**config.mk**
```make
export PLATFORM = sky130hd
export DESIGN_NAME = ptpd_axis_lane
export DESIGN_NICKNAME = d
export VERILOG_FILES = /design/src/sv/ptpd_pkg.sv /design/src/sv/ptpd_axis_lane.sv
export SDC_FILE = /design/constraint.sdc
export NUM_CORES = 2
export LEC_CHECK = 0
export ABC_AREA = 1
export BUFFER_PORTS_ARGS = -buffer_cell sky130_fd_sc_hd__buf_4
export CAP_MARGIN = 25
export CORE_ASPECT_RATIO = 0.75
export CORE_MARGIN = 2
export CORE_UTILIZATION = 45
export CTS_BUF_LIST = sky130_fd_sc_hd__clkbuf_16
export CTS_CLUSTER_DIAMETER = 120
export CTS_CLUSTER_SIZE = 14
export DETAILED_ROUTE_END_ITERATION = 10
export GPL_ROUTABILITY_DRIVEN = 0
export PLACE_DENSITY = 0.61
export SETUP_SLACK_MARGIN = 0.2
export SLEW_MARGIN = 10
export SYNTH_ARGS = -nofsm -noshare
export SYNTH_HDL_FRONTEND = slang
export SYNTH_SLANG_ARGS = --single-unit
```
**constraint.sdc**
```tcl
create_clock -name clock -period 11.5 [get_ports clock]
set_input_delay 0.575 -clock clock [delete_from_list [all_inputs] [get_ports clock]]
set_output_delay 0.575 -clock clock [all_outputs]
set_load 0.01 [all_outputs]
```
**src/sv/ptpd_pkg.sv**
```systemverilog
// Shared types and constants for the pan/tilt PD tracker.
// No dependencies; imported by every other file of the block.
`timescale 1ns / 1ps
`default_nettype none

package ptpd_pkg;

   localparam int ValueWidth = 16;
   localparam int GainWidth  = 16;
   localparam int OpWidth    = 3;
   localparam int CsrAddrWidth = 3;
   localparam int FracShift  = 12;   // Q4.12 gains

   // op codes
   localparam logic [OpWidth-1:0] OP_TRACK    = 3'd0;
   localparam logic [OpWidth-1:0] OP_ABSOLUTE = 3'd1;
   localparam logic [OpWidth-1:0] OP_OFFSET   = 3'd2;
   localparam logic [OpWidth-1:0] OP_HOME     = 3'd3;
   localparam logic [OpWidth-1:0] OP_CLEAR    = 3'd4;

   // register indexes
   localparam logic [CsrAddrWidth-1:0] REG_PAN_UPPER  = 3'd0;
   localparam logic [CsrAddrWidth-1:0] REG_PAN_LOWER  = 3'd1;
   localparam logic [CsrAddrWidth-1:0] REG_TILT_UPPER = 3'd2;
   localparam logic [CsrAddrWidth-1:0] REG_TILT_LOWER = 3'd3;
   localparam logic [CsrAddrWidth-1:0] REG_PAN_KP     = 3'd4;
   localparam logic [CsrAddrWidth-1:0] REG_PAN_KD     = 3'd5;
   localparam logic [CsrAddrWidth-1:0] REG_TILT_KP    = 3'd6;
   localparam logic [CsrAddrWidth-1:0] REG_TILT_KD    = 3'd7;

   // reset values: +/-45.0 degrees in Q8.8, gains about 0.1 in Q4.12
   localparam logic signed [ValueWidth-1:0] UPPER_RESET = 16'sd11520;
   localparam logic signed [ValueWidth-1:0] LOWER_RESET = -16'sd11520;
   localparam logic [GainWidth-1:0]         GAIN_RESET  = 16'd410;

   localparam logic signed [ValueWidth-1:0] PAN_HOME  = 16'sd0;
   localparam logic signed [ValueWidth-1:0] TILT_HOME = 16'sd0;

   // pipeline control shared by both lanes
   typedef struct packed {
      logic accept;    // beat taken into the product stage
      logic advance;   // product stage moves into the position registers
   } ctrl_type;

   // per-axis settings
   typedef struct packed {
      logic signed [ValueWidth-1:0] upper;
      logic signed [ValueWidth-1:0] lower;
      logic [GainWidth-1:0]         kp;
      logic [GainWidth-1:0]         kd;
      logic signed [ValueWidth-1:0] home;
   } axis_cfg_type;

endpackage : ptpd_pkg

`default_nettype wire

```
**src/sv/ptpd_axis_lane.sv**
```systemverilog
// One axis of the tracker: product stage, last error, position update and clamp.
// Depends on ptpd_pkg.
`timescale 1ns / 1ps
`default_nettype none

module ptpd_axis_lane (
   input  wire                              clock,
   input  wire                              reset,
   input  ptpd_pkg::ctrl_type               ctrl,
   input  ptpd_pkg::axis_cfg_type           cfg,
   input  wire [ptpd_pkg::OpWidth-1:0]      op,
   input  wire signed [ptpd_pkg::ValueWidth-1:0] value,
   output logic signed [ptpd_pkg::ValueWidth-1:0] position
);
   import ptpd_pkg::*;

   localparam int ProdPWidth = ValueWidth + GainWidth + 1;   // 16s x 17s
   localparam int ProdDWidth = ValueWidth + GainWidth + 2;   // 17s x 17s
   localparam int SumWidth   = ProdDWidth + 1;
   localparam int StepWidth  = SumWidth - FracShift;
   localparam int NextWidth  = StepWidth + 1;

   logic [OpWidth-1:0]              op_ff;
   logic signed [ValueWidth-1:0]    value_ff;
   logic signed [ProdPWidth-1:0]    prod_p_ff, prod_p_in;
   logic signed [ProdDWidth-1:0]    prod_d_ff, prod_d_in;
   logic signed [ValueWidth-1:0]    last_err_ff, last_err_in;
   logic signed [ValueWidth-1:0]    pos_ff, pos_in;

   logic signed [ValueWidth:0]      change;
   logic signed [SumWidth-1:0]      sum;
   logic signed [StepWidth-1:0]     step;
   logic signed [NextWidth-1:0]     next_pos;
   logic signed [NextWidth-1:0]     upper_x, lower_x;

   // product stage
   always_comb begin
      change    = $signed({value[ValueWidth-1], value}) -
                  $signed({last_err_ff[ValueWidth-1], last_err_ff});
      prod_p_in = value * $signed({1'b0, cfg.kp});
      prod_d_in = change * $signed({1'b0, cfg.kd});
      last_err_in = last_err_ff;
      case (op)
         OP_TRACK: last_err_in = value;
         OP_CLEAR: last_err_in = '0;
         default:  last_err_in = last_err_ff;
      endcase
   end

   // position stage: round half up to Q8.8, apply op, clamp
   always_comb begin
      sum  = SumWidth'(prod_p_ff) + SumWidth'(prod_d_ff) +
             $signed(SumWidth'(1 << (FracShift - 1)));
      step = sum[SumWidth-1:FracShift];
      upper_x = NextWidth'(cfg.upper);
      lower_x = NextWidth'(cfg.lower);
      case (op_ff)
         OP_TRACK:    next_pos = NextWidth'(pos_ff) + NextWidth'(step);
         OP_ABSOLUTE: next_pos = NextWidth'(value_ff);
         OP_OFFSET:   next_pos = NextWidth'(pos_ff) + NextWidth'(value_ff);
         OP_HOME:     next_pos = NextWidth'(cfg.home);
         default:     next_pos = NextWidth'(pos_ff);
      endcase
      // upper limit is tested first, so it wins when a value is above it and below the lower limit
      if (next_pos > upper_x) begin
         pos_in = cfg.upper;
      end else if (next_pos < lower_x) begin
         pos_in = cfg.lower;
      end else begin
         pos_in = next_pos[ValueWidth-1:0];
      end
   end

   always_ff @(posedge clock) begin
      if (reset) begin
         last_err_ff <= '0;
         pos_ff      <= cfg.home;
      end else begin
         if (ctrl.accept) begin
            last_err_ff <= last_err_in;
         end
         if (ctrl.advance) begin
            pos_ff <= pos_in;
         end
      end
   end

   always_ff @(posedge clock) begin
      if (ctrl.accept) begin
         op_ff     <= op;
         value_ff  <= value;
         prod_p_ff <= prod_p_in;
         prod_d_ff <= prod_d_in;
      end
   end

   assign position = pos_ff;

endmodule : ptpd_axis_lane

`default_nettype wire

```
==> results.txt <==
----------------------------------------------------
[Setup path]
  Library cell appearing most often on the critical path ... sky130_fd_sc_hd__fa_1
  Worst Path Arrival ... 8.46 ns
  CP startpoint kind ... input pin
  Critical path class ... input pin to flop
  Kind of end point of the critical path ... flop
  Stage delay of the slowest cell on the critical path ... 0.82 ns
  CP max FO ... 19
  Cell with the biggest individual delay on the critical path ... sky130_fd_sc_hd__fa_1
  Required time at the worst-slack endpoint ... 11.69 ns

[Run status]
  Run status ... completed

[Global routing]
  Remaining global-route overflow ... 0
  Overall fraction of global-route tracks in use ... 25.5%
  Global-route wire length before repair ... 136000 µm
  Via count of the first global-routing pass ... 24518
  Pin count of the biggest net entering global routing ... 46
  Antenna violations before repair ... 1

[Timing]
  Tmin final ... 8.27 ns
  Final setup skew ... 0.0136 ns
  RSZ-0062 raised after global routing ... no
  Number of pins exceeding their max-slew limit in the final report ... 0
  Endpoints failing setup ... 0
  Max Clk Rate ... 121 MHz
  Fin crit share ... 71.9%
  Slew at the pin closest to its max-slew limit ... 0.954 ns
  Aggregate negative setup slack ... 0 ns
  Slew headroom ... 36.2%
  Endpoints failing hold ... 0

[Cells and area]
  Number of fill cells in the layout ... 6492
  Fraction of final layout cells with drive strength greater than 1 ... 5.72%
  Synthesis-to-finish area growth ... 7.36%
  Multi-input combinational cell area ... 22800 µm²
  Flip-flop and latch area ... 3380 µm²
  Final non-filler cell area ... 32100 µm²
  Net total in the final layout ... 4734
  Antenna fix cells ... 0

[Routing]
  Routed Antenna Nets ... 0
  Routed wire per std cell ... 18.0 µm
  Avg Vias per Cell ... 5.28
  Number of violations reported at the end of detailed-routing iteration 0 ... 2035
  Vias ... 24597
  DRC errors left ... 0
  DR pass1 iterations ... 6
  Total Wirelength ... 84100 µm

[Floorplanning]
  Area of the core region ... 65500 µm²
  Number of cell rows ... 81
  Area of the die ... 68600 µm²
  Num ports ... 119
  Starting density of the core ... 45.7%
  Chip Width ... 302 µm
  Die height ... 227 µm

[Synth]
  Net count after synthesis ... 4691
  Cells after synthesis ... 3735
  #FFs+latches synth ... 118
  Largest area contributor in the synthesized netlist ... sky130_fd_sc_hd__fa_1
  Number of synthesis warnings ... 0
  Portion of the post-synthesis area used by sequential elements ... 11.3%
  Mapped cell area ... 29900 µm²
  Dominant cells by area after synthesis ... sky130_fd_sc_hd__fa_1 (32%), sky130_fd_sc_hd__ha_1 (16%), sky130_fd_sc_hd__inv_1 (11%)
  Average footprint of a synthesized cell ... 8.01 µm²
  Most numerous cell types in the synthesized netlist ... sky130_fd_sc_hd__inv_1 (875), sky130_fd_sc_hd__nand2_1 (710), sky130_fd_sc_hd__fa_1 (476)
  Library cells used by synthesis ... 55
  Count of flip-flops with a built-in enable after synthesis ... 102
  Top_reg_cell synth ... sky130_fd_sc_hd__edfxtp_1
  Share of the synthesized area in the top cell type ... 31.9%
  Dominant cell by count in the synthesized netlist ... sky130_fd_sc_hd__inv_1
  Share of async-settable or async-resettable flops after synthesis ... 0%

[CTS]
  Clk pin slew, worst setup/hold paths ... 0.06 ns
  Buffer levels on the longest clock path ... 2
  Hold buffer count at CTS ... 0
  Post-CTS setup buffer count ... 0
  Clock root cell ... sky130_fd_sc_hd__clkbuf_16
  CTS tree ... done
  Post-cts repair resize count ... 0
  Clock Sink Count ... 118
  Number of buffers created by CTS ... 17
  H-tree Lvls ... 4
  Insertion delay to the later sink of the worst-skew pair ... 0.44 ns

[Placement]
  HPWL after detailed placement ... 70300 µm
  Port buffer count ... 118
  Area after DPL ... 31600 µm²

[Job]
  Count of max-cap constraint violations ... 0

[Hold path]
  Worst min-delay path category ... input pin to flop

----------------------------------------------------
cell usage in the layout, fill, tap and decap left out, types with 95 or more instances in the layout:
cell	count
sky130_fd_sc_hd__inv_1	876
sky130_fd_sc_hd__buf_4	127
sky130_fd_sc_hd__edfxtp_1	102
sky130_fd_sc_hd__a21oi_1	234
sky130_fd_sc_hd__fa_1	476
sky130_fd_sc_hd__ha_1	377
sky130_fd_sc_hd__nor2_1	248
sky130_fd_sc_hd__nand3_1	142
sky130_fd_sc_hd__o21ai_0	95
sky130_fd_sc_hd__nand2_1	710
metal layers:
metal	track usage [%]	wire length, µm	part of all wire [%]	vias up
met4	5.19	1490	1.8	2
li1	-	-	-	11648
met5	0	10	0.012	-
met1	39.0	40300	48	11934
met3	5.04	7370	8.8	102
met2	37.4	34900	42	911
logic make-up after synthesis:
family	count (synthesis)	synth area share, %
xor gates and xnor gates	95	2.78
adders and majority gates	853	47.6
DFF	118	11.3
AOI/OAI and AO/OA	459	8.83
buffers and inverters	995	12.5
and+or+nand+nor	1215	16.9
flip-flops by register name, summed over array words and instances (netlist names):
signal,count
op_ff,3
prod_d_ff,34
position,16
last_err_ff,16
value_ff,16
prod_p_ff,33
critical path: cells and delay by family:
kind	cells	cell delay [ns]
buffers and inverters	6	0.97
adder cells (fa/ha/maj)	9	4.36
AND/OR/NAND/NOR	9	1.73
XOR/XNOR	1	0.16
AO/OA/AOI/OAI	4	0.66
per-stage QoR:
stage	util [%]	hold WS [ns]	std cells	setup slack, ns
finish	49.1	0.329	4662	3.23
global placement	48.2	0.456	4630	3.15
CTS	49.1	0.321	4662	3.37
global route	49.1	0.316	4662	2.78
floorplan	-	0.440	3735	3.55
detailed placement	48.2	0.461	4630	2.93
worst paths after layout:
kind / startpoint / depth (start not counted) / to / slack [ns]
setup reg to reg: last_err_ff[0] / 27 / prod_d_ff[30] / 3.44
hold / removal: op[1] / 1 / op_ff[1] / 0.33
setup / recovery: value[0] / 29 / prod_d_ff[30] / 3.23
hold reg to reg: last_err_ff[10] / 2 / last_err_ff[10] / 0.47
layout make-up:
class,count,area share [%]
Clock buffer,17,1.32
Clock inverter,15,0.401
Inverter,892,10.4
Multi-Input combinational cell,2622,71.0
Sequential cell,118,10.5
Tap cell,871,3.39
Timing Repair Buffer,127,2.97
Power is left out: the tool's default activity adds up to more than one toggle a clock period on the data nets, which glitch-free logic cannot reach.
