--- src/sv/ptpd_pkg.sv ---
// Shared types and constants for the pan/tilt PD tracker.
// No dependencies; imported by every other file of the block.
`timescale 1ns / 1ps
`default_nettype none

package ptpd_pkg;

   localparam int ValueWidth = 16;
   localparam int GainWidth  = 16;
   localparam int OpWidth    = 3;
   localparam int CsrAddrWidth = 3;
   localparam int FracShift  = 12;   // Q4.12 gains

   // op codes
   localparam logic [OpWidth-1:0] OP_TRACK    = 3'd0;
   localparam logic [OpWidth-1:0] OP_ABSOLUTE = 3'd1;
   localparam logic [OpWidth-1:0] OP_OFFSET   = 3'd2;
   localparam logic [OpWidth-1:0] OP_HOME     = 3'd3;
   localparam logic [OpWidth-1:0] OP_CLEAR    = 3'd4;

   // register indexes
   localparam logic [CsrAddrWidth-1:0] REG_PAN_UPPER  = 3'd0;
   localparam logic [CsrAddrWidth-1:0] REG_PAN_LOWER  = 3'd1;
   localparam logic [CsrAddrWidth-1:0] REG_TILT_UPPER = 3'd2;
   localparam logic [CsrAddrWidth-1:0] REG_TILT_LOWER = 3'd3;
   localparam logic [CsrAddrWidth-1:0] REG_PAN_KP     = 3'd4;
   localparam logic [CsrAddrWidth-1:0] REG_PAN_KD     = 3'd5;
   localparam logic [CsrAddrWidth-1:0] REG_TILT_KP    = 3'd6;
   localparam logic [CsrAddrWidth-1:0] REG_TILT_KD    = 3'd7;

   // reset values: +/-45.0 degrees in Q8.8, gains about 0.1 in Q4.12
   localparam logic signed [ValueWidth-1:0] UPPER_RESET = 16'sd11520;
   localparam logic signed [ValueWidth-1:0] LOWER_RESET = -16'sd11520;
   localparam logic [GainWidth-1:0]         GAIN_RESET  = 16'd410;

   localparam logic signed [ValueWidth-1:0] PAN_HOME  = 16'sd0;
   localparam logic signed [ValueWidth-1:0] TILT_HOME = 16'sd0;

   // pipeline control shared by both lanes
   typedef struct packed {
      logic accept;    // beat taken into the product stage
      logic advance;   // product stage moves into the position registers
   } ctrl_type;

   // per-axis settings
   typedef struct packed {
      logic signed [ValueWidth-1:0] upper;
      logic signed [ValueWidth-1:0] lower;
      logic [GainWidth-1:0]         kp;
      logic [GainWidth-1:0]         kd;
      logic signed [ValueWidth-1:0] home;
   } axis_cfg_type;

endpackage : ptpd_pkg

`default_nettype wire

--- src/sv/ptpd_merge.sv ---
// Merge stage: pipeline occupancy, handshakes, and the joined pan/tilt beat.
// Depends on ptpd_pkg.
`timescale 1ns / 1ps
`default_nettype none

module ptpd_merge (
   input  wire                                    clock,
   input  wire                                    reset,
   input  wire                                    req_valid,
   output logic                                   req_stall,
   output logic                                   rsp_valid,
   input  wire                                    rsp_stall,
   input  wire signed [ptpd_pkg::ValueWidth-1:0]  pan_position,
   input  wire signed [ptpd_pkg::ValueWidth-1:0]  tilt_position,
   output logic signed [ptpd_pkg::ValueWidth-1:0] rsp_pan_angle,
   output logic signed [ptpd_pkg::ValueWidth-1:0] rsp_tilt_angle,
   output ptpd_pkg::ctrl_type                     ctrl
);
   import ptpd_pkg::*;

   logic s1_valid_ff, s1_valid_in;
   logic rsp_valid_ff, rsp_valid_in;
   logic out_free;

   always_comb begin
      out_free     = !rsp_valid_ff || !rsp_stall;
      ctrl.advance = s1_valid_ff && out_free;
      req_stall    = s1_valid_ff && !out_free;
      ctrl.accept  = req_valid && !req_stall;
      s1_valid_in  = ctrl.accept || (s1_valid_ff && !ctrl.advance);
      rsp_valid_in = ctrl.advance || (rsp_valid_ff && rsp_stall);
   end

   always_ff @(posedge clock) begin
      if (reset) begin
         s1_valid_ff  <= 1'b0;
         rsp_valid_ff <= 1'b0;
      end else begin
         s1_valid_ff  <= s1_valid_in;
         rsp_valid_ff <= rsp_valid_in;
      end
   end

   // lane position registers double as the output payload; they only move on advance
   assign rsp_valid      = rsp_valid_ff;
   assign rsp_pan_angle  = pan_position;
   assign rsp_tilt_angle = tilt_position;

endmodule : ptpd_merge

`default_nettype wire

--- config.mk ---
export PLATFORM = sky130hd
export DESIGN_NAME = ptpd_merge
export DESIGN_NICKNAME = d
export VERILOG_FILES = /design/src/sv/ptpd_pkg.sv /design/src/sv/ptpd_merge.sv
export SDC_FILE = /design/constraint.sdc
export NUM_CORES = 1
export LEC_CHECK = 0
export BUFFER_PORTS_ARGS = -buffer_cell sky130_fd_sc_hd__buf_4
export CORE_MARGIN = 2
export CORE_UTILIZATION = 22
export CTS_CLUSTER_DIAMETER = 50
export DETAILED_ROUTE_END_ITERATION = 8
export HOLD_SLACK_MARGIN = 0.15
export PLACE_DENSITY = 0.77
export SYNTH_ARGS = -nofsm -noshare
export SYNTH_HDL_FRONTEND = slang
export SYNTH_SLANG_ARGS = --single-unit
--- constraint.sdc ---
create_clock -name clock -period 0.8 [get_ports clock]
set_clock_uncertainty 0.05 [all_clocks]
set_input_delay 0.16 -clock clock [delete_from_list [all_inputs] [get_ports clock]]
set_output_delay 0.16 -clock clock [all_outputs]
set_load 0.005 [all_outputs]
==> results of run 1 <==
==> cell usage after synthesis <==
| cell type | n | area [µm²] |
|---|---|---|
| a21boi_0 | 1 | 7.51 |
| buf_4 | 32 | 240 |
| nand3_2 | 1 | 10.0 |
| inv_1 | 2 | 7.51 |
| dfxtp_1 | 2 | 40.0 |
| a21oi_2 | 1 | 8.76 |
| nor2_1 | 2 | 7.51 |
| a21oi_1 | 1 | 5.00 |
==> worst reg2reg max path, stage by stage, from the launching register on <==
cell and delay [ps]:
dfxtp_4 350, nand3_2 70, buf_4 140, buf_4 120, buf_4 120, a21oi_2 120
==> what timing repair did <==
item | 4_1_cts | 5_1_grt
pin swaps | 2 | 1
resized for setup | 2 | 4
setup buffers | 1 | 2
hold endpoints to repair | 2 | 2
endpoints found under the setup margin | 5 | 5
==> kinds of logic after synthesis <==
group	share of synthesized area, %
AO/OA/AOI/OAI	6.51
AND/OR/NAND/NOR	5.36
buffers and inverters	75.9
flip-flops	12.3
==> through the flow <==
step	total power [W]	setup WS, ps	std cells
after global routing	0.000426	-325	39
after detailed placement	0.000156	-74.5	33
after floorplan	0.000255	31.6	42
final	0.000382	-271	39
after global placement	0.000155	-92.0	33
after CTS	0.000393	-287	37
==> flip-flops by register name, indices dropped and copies added (netlist names) <==
register and count:
s1_valid_ff 1, rsp_valid 1
==> report_power, final <==
group / leakage (nW) / internal [W] / switching [W]
clock: 0.0138 / 0.000165 / 0.0000544
sequential: 0.0175 / 0.000106 / 0.00000567
combinational: 0.0773 / 0.0000341 / 0.0000170
==> worst paths after layout <==
| kind | to | cells after the start | start | slack, ps |
|---|---|---|---|---|
| max | ctrl[1] | 4 | rsp_valid$_SDFF_PP0_ | -270 |
| min | s1_valid_ff$_SDFF_PP0_ | 2 | reset | 50 |
| max reg2reg | s1_valid_ff$_SDFF_PP0_ | 5 | rsp_valid$_SDFF_PP0_ | -240 |
| min reg2reg | rsp_valid$_SDFF_PP0_ | 2 | s1_valid_ff$_SDFF_PP0_ | 430 |
==> per-layer routing <==
metal	vias to the layer above	track usage, %	share of wire (%)	wire length, µm
li1	63	-	-	-
met1	68	3.05	26	102
met2	17	5.54	48	189
met3	0	12.1	25	98
met4	0	2.50	0	0
met5	-	0	0	0
==> area by class of cell <==
class / instances / area [µm²] / area share [%]
sequential: 2 / 45.0 / 20.3
clock buffer: 3 / 22.5 / 10.2
tap: 15 / 18.8 / 8.47
timing repair buffer: 11 / 86.3 / 39.0
multi-input combinational: 6 / 41.3 / 18.6
inverter: 2 / 7.51 / 3.39
==> impl_metrics.env, run 1 <==
export IMPL_rows=13
export IMPL_finalHoldViolations=0
export IMPL_seq_area_frac_synth_pct=12.3
export IMPL_critPathMaxFanout=4
export IMPL_crit_family="flip-flops"
export IMPL_hold_worst_slack_ps=47.1
export IMPL_violations="negative setup slack"
export IMPL_fmax_mhz=934
export IMPL_grt_pass1_vias=154
export IMPL_avgViaCountPerCell=3.79
export IMPL_hp_class="in2reg"
export IMPL_die_w_um=42.5
export IMPL_maxCapViolCount=0
export IMPL_rsz0062_at_grt="yes"
export IMPL_core_area_um2=1350
export IMPL_initial_utilization_pct=24.2
export IMPL_h_tree_depth=1
export IMPL_grtUsageTotal_pct=5.44
export IMPL_setup_ws_ps=-271
export IMPL_drive_gt1_share_pct=83.3
export IMPL_first_pass_iters=1
export IMPL_antennaDiodeCount=0
export IMPL_final_area_um2=221
export IMPL_cts_tree="built"
export IMPL_overflow=0
export IMPL_final_cell_mix="buf_4, clkbuf_4"
export IMPL_crit_path_cell_trace="nand3_2 > inv_2 > nor2_2 > buf_4"
export IMPL_finalSetupTns_ps=-1160
export IMPL_cts_path_max_buffers=2
export IMPL_crit_type="reg2out"
export IMPL_cp_start_kind="flip-flop"
export IMPL_synth_area_um2=327
export IMPL_critical_path_required_ps=590
export IMPL_clkLatencyLatePin_ps=220
export IMPL_synth_warnings=0
export IMPL_synth_cells=42
export IMPL_yosysUniqueCellTypes=8
export IMPL_p_per_area_nw_per_um2=1730
export IMPL_antenna_found_initial=0
export IMPL_die_height_um=42.5
export IMPL_drc=0
export IMPL_area_growth_pct=-32.2
export IMPL_antenna_left=0
export IMPL_status="complete, but fails checks"
export IMPL_leakage_nw=0.109
export IMPL_synth_ff_latch_count=2
export IMPL_grt_pass1_wl_um=648
export IMPL_vias=148
export IMPL_crit_buf_inv=2
export IMPL_nFillCells=161
export IMPL_grt_start_max_net_pins=5
export IMPL_fin_crit_sh_pct=134
export IMPL_dpl_cell_area_um2=166
export IMPL_place_congestion=0.629
export IMPL_setup_viol=5
export IMPL_cts_made_buffers=3
export IMPL_fin_crit_ps=1070
export IMPL_avgSynthCellArea_um2=7.78
export IMPL_die_area_um2=1810
export IMPL_dp_final_hpwl_um=271
export IMPL_wire_per_inst_um=10.0
export IMPL_synthesis_nets=78
export IMPL_cts_sinks=2
export IMPL_nets=62
export IMPL_critPathMaxStageDelay_ps=350
export IMPL_ir_worst_vdd_mv=0.354
export IMPL_finalWirelength_um=391
export IMPL_ios=72
export IMPL_post_route_util_pct=16.4
export IMPL_final_common_cell="buf_4"
export IMPL_portBuffers=7
export IMPL_critPathArrivalTime_ps=860
export IMPL_first_iter_violations=0
export IMPL_slew_violations=0
export IMPL_worst_pin_slew_ps=107
export IMPL_cp_slowest_cell="dfxtp_4"
export IMPL_end_kind="output pin"
export IMPL_slew_headroom_pct=92.8
export IMPL_cts_root_buf="clkbuf_4"
export IMPL_path_clk_slew_ps=30
No activity file was read; power rests on OpenSTA's default activity.
==> inputs of run 2 (changes only) <==
--- a/config.mk
+++ b/config.mk
@@ -5,13 +5,14 @@
 export SDC_FILE = /design/constraint.sdc
 export NUM_CORES = 1
 export LEC_CHECK = 0
+export ABC_AREA = 1
 export BUFFER_PORTS_ARGS = -buffer_cell sky130_fd_sc_hd__buf_4
 export CORE_MARGIN = 2
-export CORE_UTILIZATION = 22
+export CORE_UTILIZATION = 23
 export CTS_CLUSTER_DIAMETER = 50
 export DETAILED_ROUTE_END_ITERATION = 8
 export HOLD_SLACK_MARGIN = 0.15
-export PLACE_DENSITY = 0.77
+export PLACE_DENSITY = 0.79
 export SYNTH_ARGS = -nofsm -noshare
 export SYNTH_HDL_FRONTEND = slang
 export SYNTH_SLANG_ARGS = --single-unit
==> constraint.sdc (replaced) <==
create_clock -name clock -period 1.2 [get_ports clock]
set_clock_uncertainty 0.05 [all_clocks]
set_input_delay 0.24 -clock clock [delete_from_list [all_inputs] [get_ports clock]]
set_output_delay 0.24 -clock clock [all_outputs]
set_load 0.005 [all_outputs]
==> impl_metrics.env, run 2 <==
export IMPL_multi_input_area_um2=36.3
export IMPL_initial_utilization_pct=25.2
export IMPL_status="finished clean"
export IMPL_place_congestion=0.548
export IMPL_maxCapViolCount=0
export IMPL_cts_sinks=2
export IMPL_swShare_pct=19.2
export IMPL_grt_pass1_vias=146
export IMPL_r2r_end="s1_valid_ff$_SDFF_PP0_"
export IMPL_clkPwrFrac_pct=57.0
export IMPL_finalHoldViolations=0
export IMPL_switchingPower_w=0.0000478
export IMPL_antenna_found_initial=0
export IMPL_seq_area_um2=41.3
export IMPL_rr_worst_depth=2
export IMPL_yosysMostFrequentCell="buf_4"
export IMPL_fin_crit_ps=1170
export IMPL_antenna_left=0
export IMPL_rows=13
export IMPL_cts_root_buf="clkbuf_4"
export IMPL_drc=0
export IMPL_final_cell_mix="buf_4, inv_1, clkbuf_4, nand2_1, a21oi_1"
export IMPL_slew_headroom_pct=92.1
export IMPL_clkLatencyLatePin_ps=220
export IMPL_wire_per_inst_um=9.95
export IMPL_portBuffers=7
export IMPL_cts_path_max_buffers=2
export IMPL_synth_ff_latch_count=2
export IMPL_nets=61
export IMPL_pre_cts_ws_ps=213
export IMPL_yosys_top_cells_area="buf_4, dfxtp_1, inv_1, a21oi_1, nand3_2"
export IMPL_avgViaCountPerCell=3.97
export IMPL_finalWirelength_um=378
export IMPL_first_iter_violations=2
export IMPL_synthFlopType="dfxtp_1"
export IMPL_critical_path_required_ps=910
export IMPL_synth_area_leader_cell="buf_4"
export IMPL_critPathArrivalTime_ps=880
export IMPL_hold_start="rsp_stall"
export IMPL_die_w_um=42.0
export IMPL_r2r_start="s1_valid_ff$_SDFF_PP0_"
export IMPL_path_clk_slew_ps=30
export IMPL_critPathMaxFanout=3
export IMPL_hold_worst_slack_ps=241
export IMPL_vias=151
export IMPL_dp_final_hpwl_um=266
export IMPL_synthArstFlopShare_pct=0
export IMPL_seq_area_frac_synth_pct=12.1
export IMPL_power_combinational_fraction_pct=13.1
export IMPL_synth_top_area_share_pct=72.5
export IMPL_die_height_um=42.0
export IMPL_first_pass_iters=3
export IMPL_hold_path_end="rsp_valid$_SDFF_PP0_"
export IMPL_h_tree_depth=1
export IMPL_grtUsageTotal_pct=4.53
export IMPL_p_int_w=0.000202
export IMPL_setup_viol=0
export IMPL_area_growth_pct=-39.6
export IMPL_cts_tree="built"
export IMPL_die_area_um2=1760
export IMPL_core_area_um2=1320
export IMPL_leakage_nw=0.106
export IMPL_cts_made_buffers=3
export IMPL_final_cell_count_no_fill=38
export IMPL_cts_setup_buffers=0
export IMPL_crit_type="reg2out"
export IMPL_antennaDiodeCount=0
export IMPL_synthTopCellsByCount="buf_4, inv_1, a21oi_1, dfxtp_1, nand2_1"
export IMPL_grt_pass1_wl_um=524
export IMPL_synth_edff_count=0
export IMPL_cp_start_kind="flip-flop"
export IMPL_synth_cells=44
export IMPL_synthesis_nets=80
export IMPL_avgSynthCellArea_um2=7.54
export IMPL_final_common_cell="buf_4"
export IMPL_yosysUniqueCellTypes=7
export IMPL_end_kind="output pin"
export IMPL_hp_class="in2reg"
export IMPL_slew_violations=0
export IMPL_placed_cells=34
export IMPL_overflow=0
export IMPL_fmax_mhz=855
export IMPL_p_seq_share_pct=29.8
export IMPL_nFillCells=145
export IMPL_fin_crit_sh_pct=97.4
export IMPL_hold_path_depth=3
export IMPL_reg2reg_slack_ps=530
export IMPL_grt_start_max_net_pins=5
export IMPL_drive_gt1_share_pct=56.5
export IMPL_worst_pin_slew_ps=118
export IMPL_setup_ws_ps=30.7
export IMPL_p_per_area_nw_per_um2=1250
export IMPL_synth_area_um2=332
export IMPL_rsz0062_at_grt="yes"
export IMPL_ios=72
export IMPL_synth_warnings=0
export IMPL_ir_worst_vdd_mv=0.639
==> run 2: how the worst max path moves through the flow <==
stage                           start      end  slack (ps)  depth (start not counted)
3_3_place_gp     rsp_valid$_SDFF_PP0_  ctrl[1]         220                          4
2_1_floorplan    rsp_valid$_SDFF_PP0_  ctrl[1]         340                          3
6_report       s1_valid_ff$_SDFF_PP0_  ctrl[1]          30                          4
4_1_cts          rsp_valid$_SDFF_PP0_  ctrl[1]          10                          4
3_5_place_dp     rsp_valid$_SDFF_PP0_  ctrl[1]         210                          4
5_1_grt          rsp_valid$_SDFF_PP0_  ctrl[1]         -20                          4
==> run 2: cell type report <==
cell class	count	share of cell area [%]
Clock buffer	3	11.2
Inverter	4	7.50
Multi-Input combinational cell	6	18.1
Sequential cell	2	20.6
Tap cell	15	9.38
Timing Repair Buffer	8	33.1
==> run 2: cells by family after synthesis <==
kind of cell	synth area share (%)
buffers and inverters	77.0
AO/OA/AOI/OAI	5.66
AND/OR/NAND/NOR	5.28
flip-flops	12.1
==> run 2: stage by stage <==
step	total power (W)	util (%)	TNS [ps]	instance area, µm²
2_1_floorplan	0.000170	-	0	332
6_report	0.000250	15.2	0	200
5_1_grt	0.000273	15.2	-23.0	200
3_3_place_gp	0.000103	12.3	0	163
3_5_place_dp	0.000104	12.3	0	163
4_1_cts	0.000258	14.9	0	196
==> run 2: critical path, cell delays in order (launching register included) <==
cell     delay, ps
dfxtp_1        330
nand3_2        100
nand2_1         80
inv_1           50
buf_6          100
==> run 2: timing repair <==
action                                 CTS  global route
pin swaps                                0             2
setup endpoints to repair                1             1
endpoints found under the hold margin    2             0
resized for setup                        1             1
hold buffers                             1             0
==> run 2: per-layer routing <==
layer / up-vias / part of all wire (%) / GRT usage (%)
met5: - / 0 / 0
met4: 0 / 2.4 / 11.6
met3: 4 / 21 / 5.60
met2: 18 / 44 / 4.69
met1: 70 / 33 / 1.29
li1: 59 / - / -
==> run 2: power by group through the flow <==
| stage | logic [W] | clock network (W) | registers, W |
|---|---|---|---|
| 4_1_cts | 0.0000319 | 0.000151 | 0.0000744 |
| 3_3_place_gp | 0.0000286 | 0 | 0.0000748 |
| 6_report | 0.0000328 | 0.000142 | 0.0000745 |
| 5_1_grt | 0.0000355 | 0.000163 | 0.0000749 |
| 2_1_floorplan | 0.0000951 | 0 | 0.0000749 |
| 3_5_place_dp | 0.0000291 | 0 | 0.0000749 |
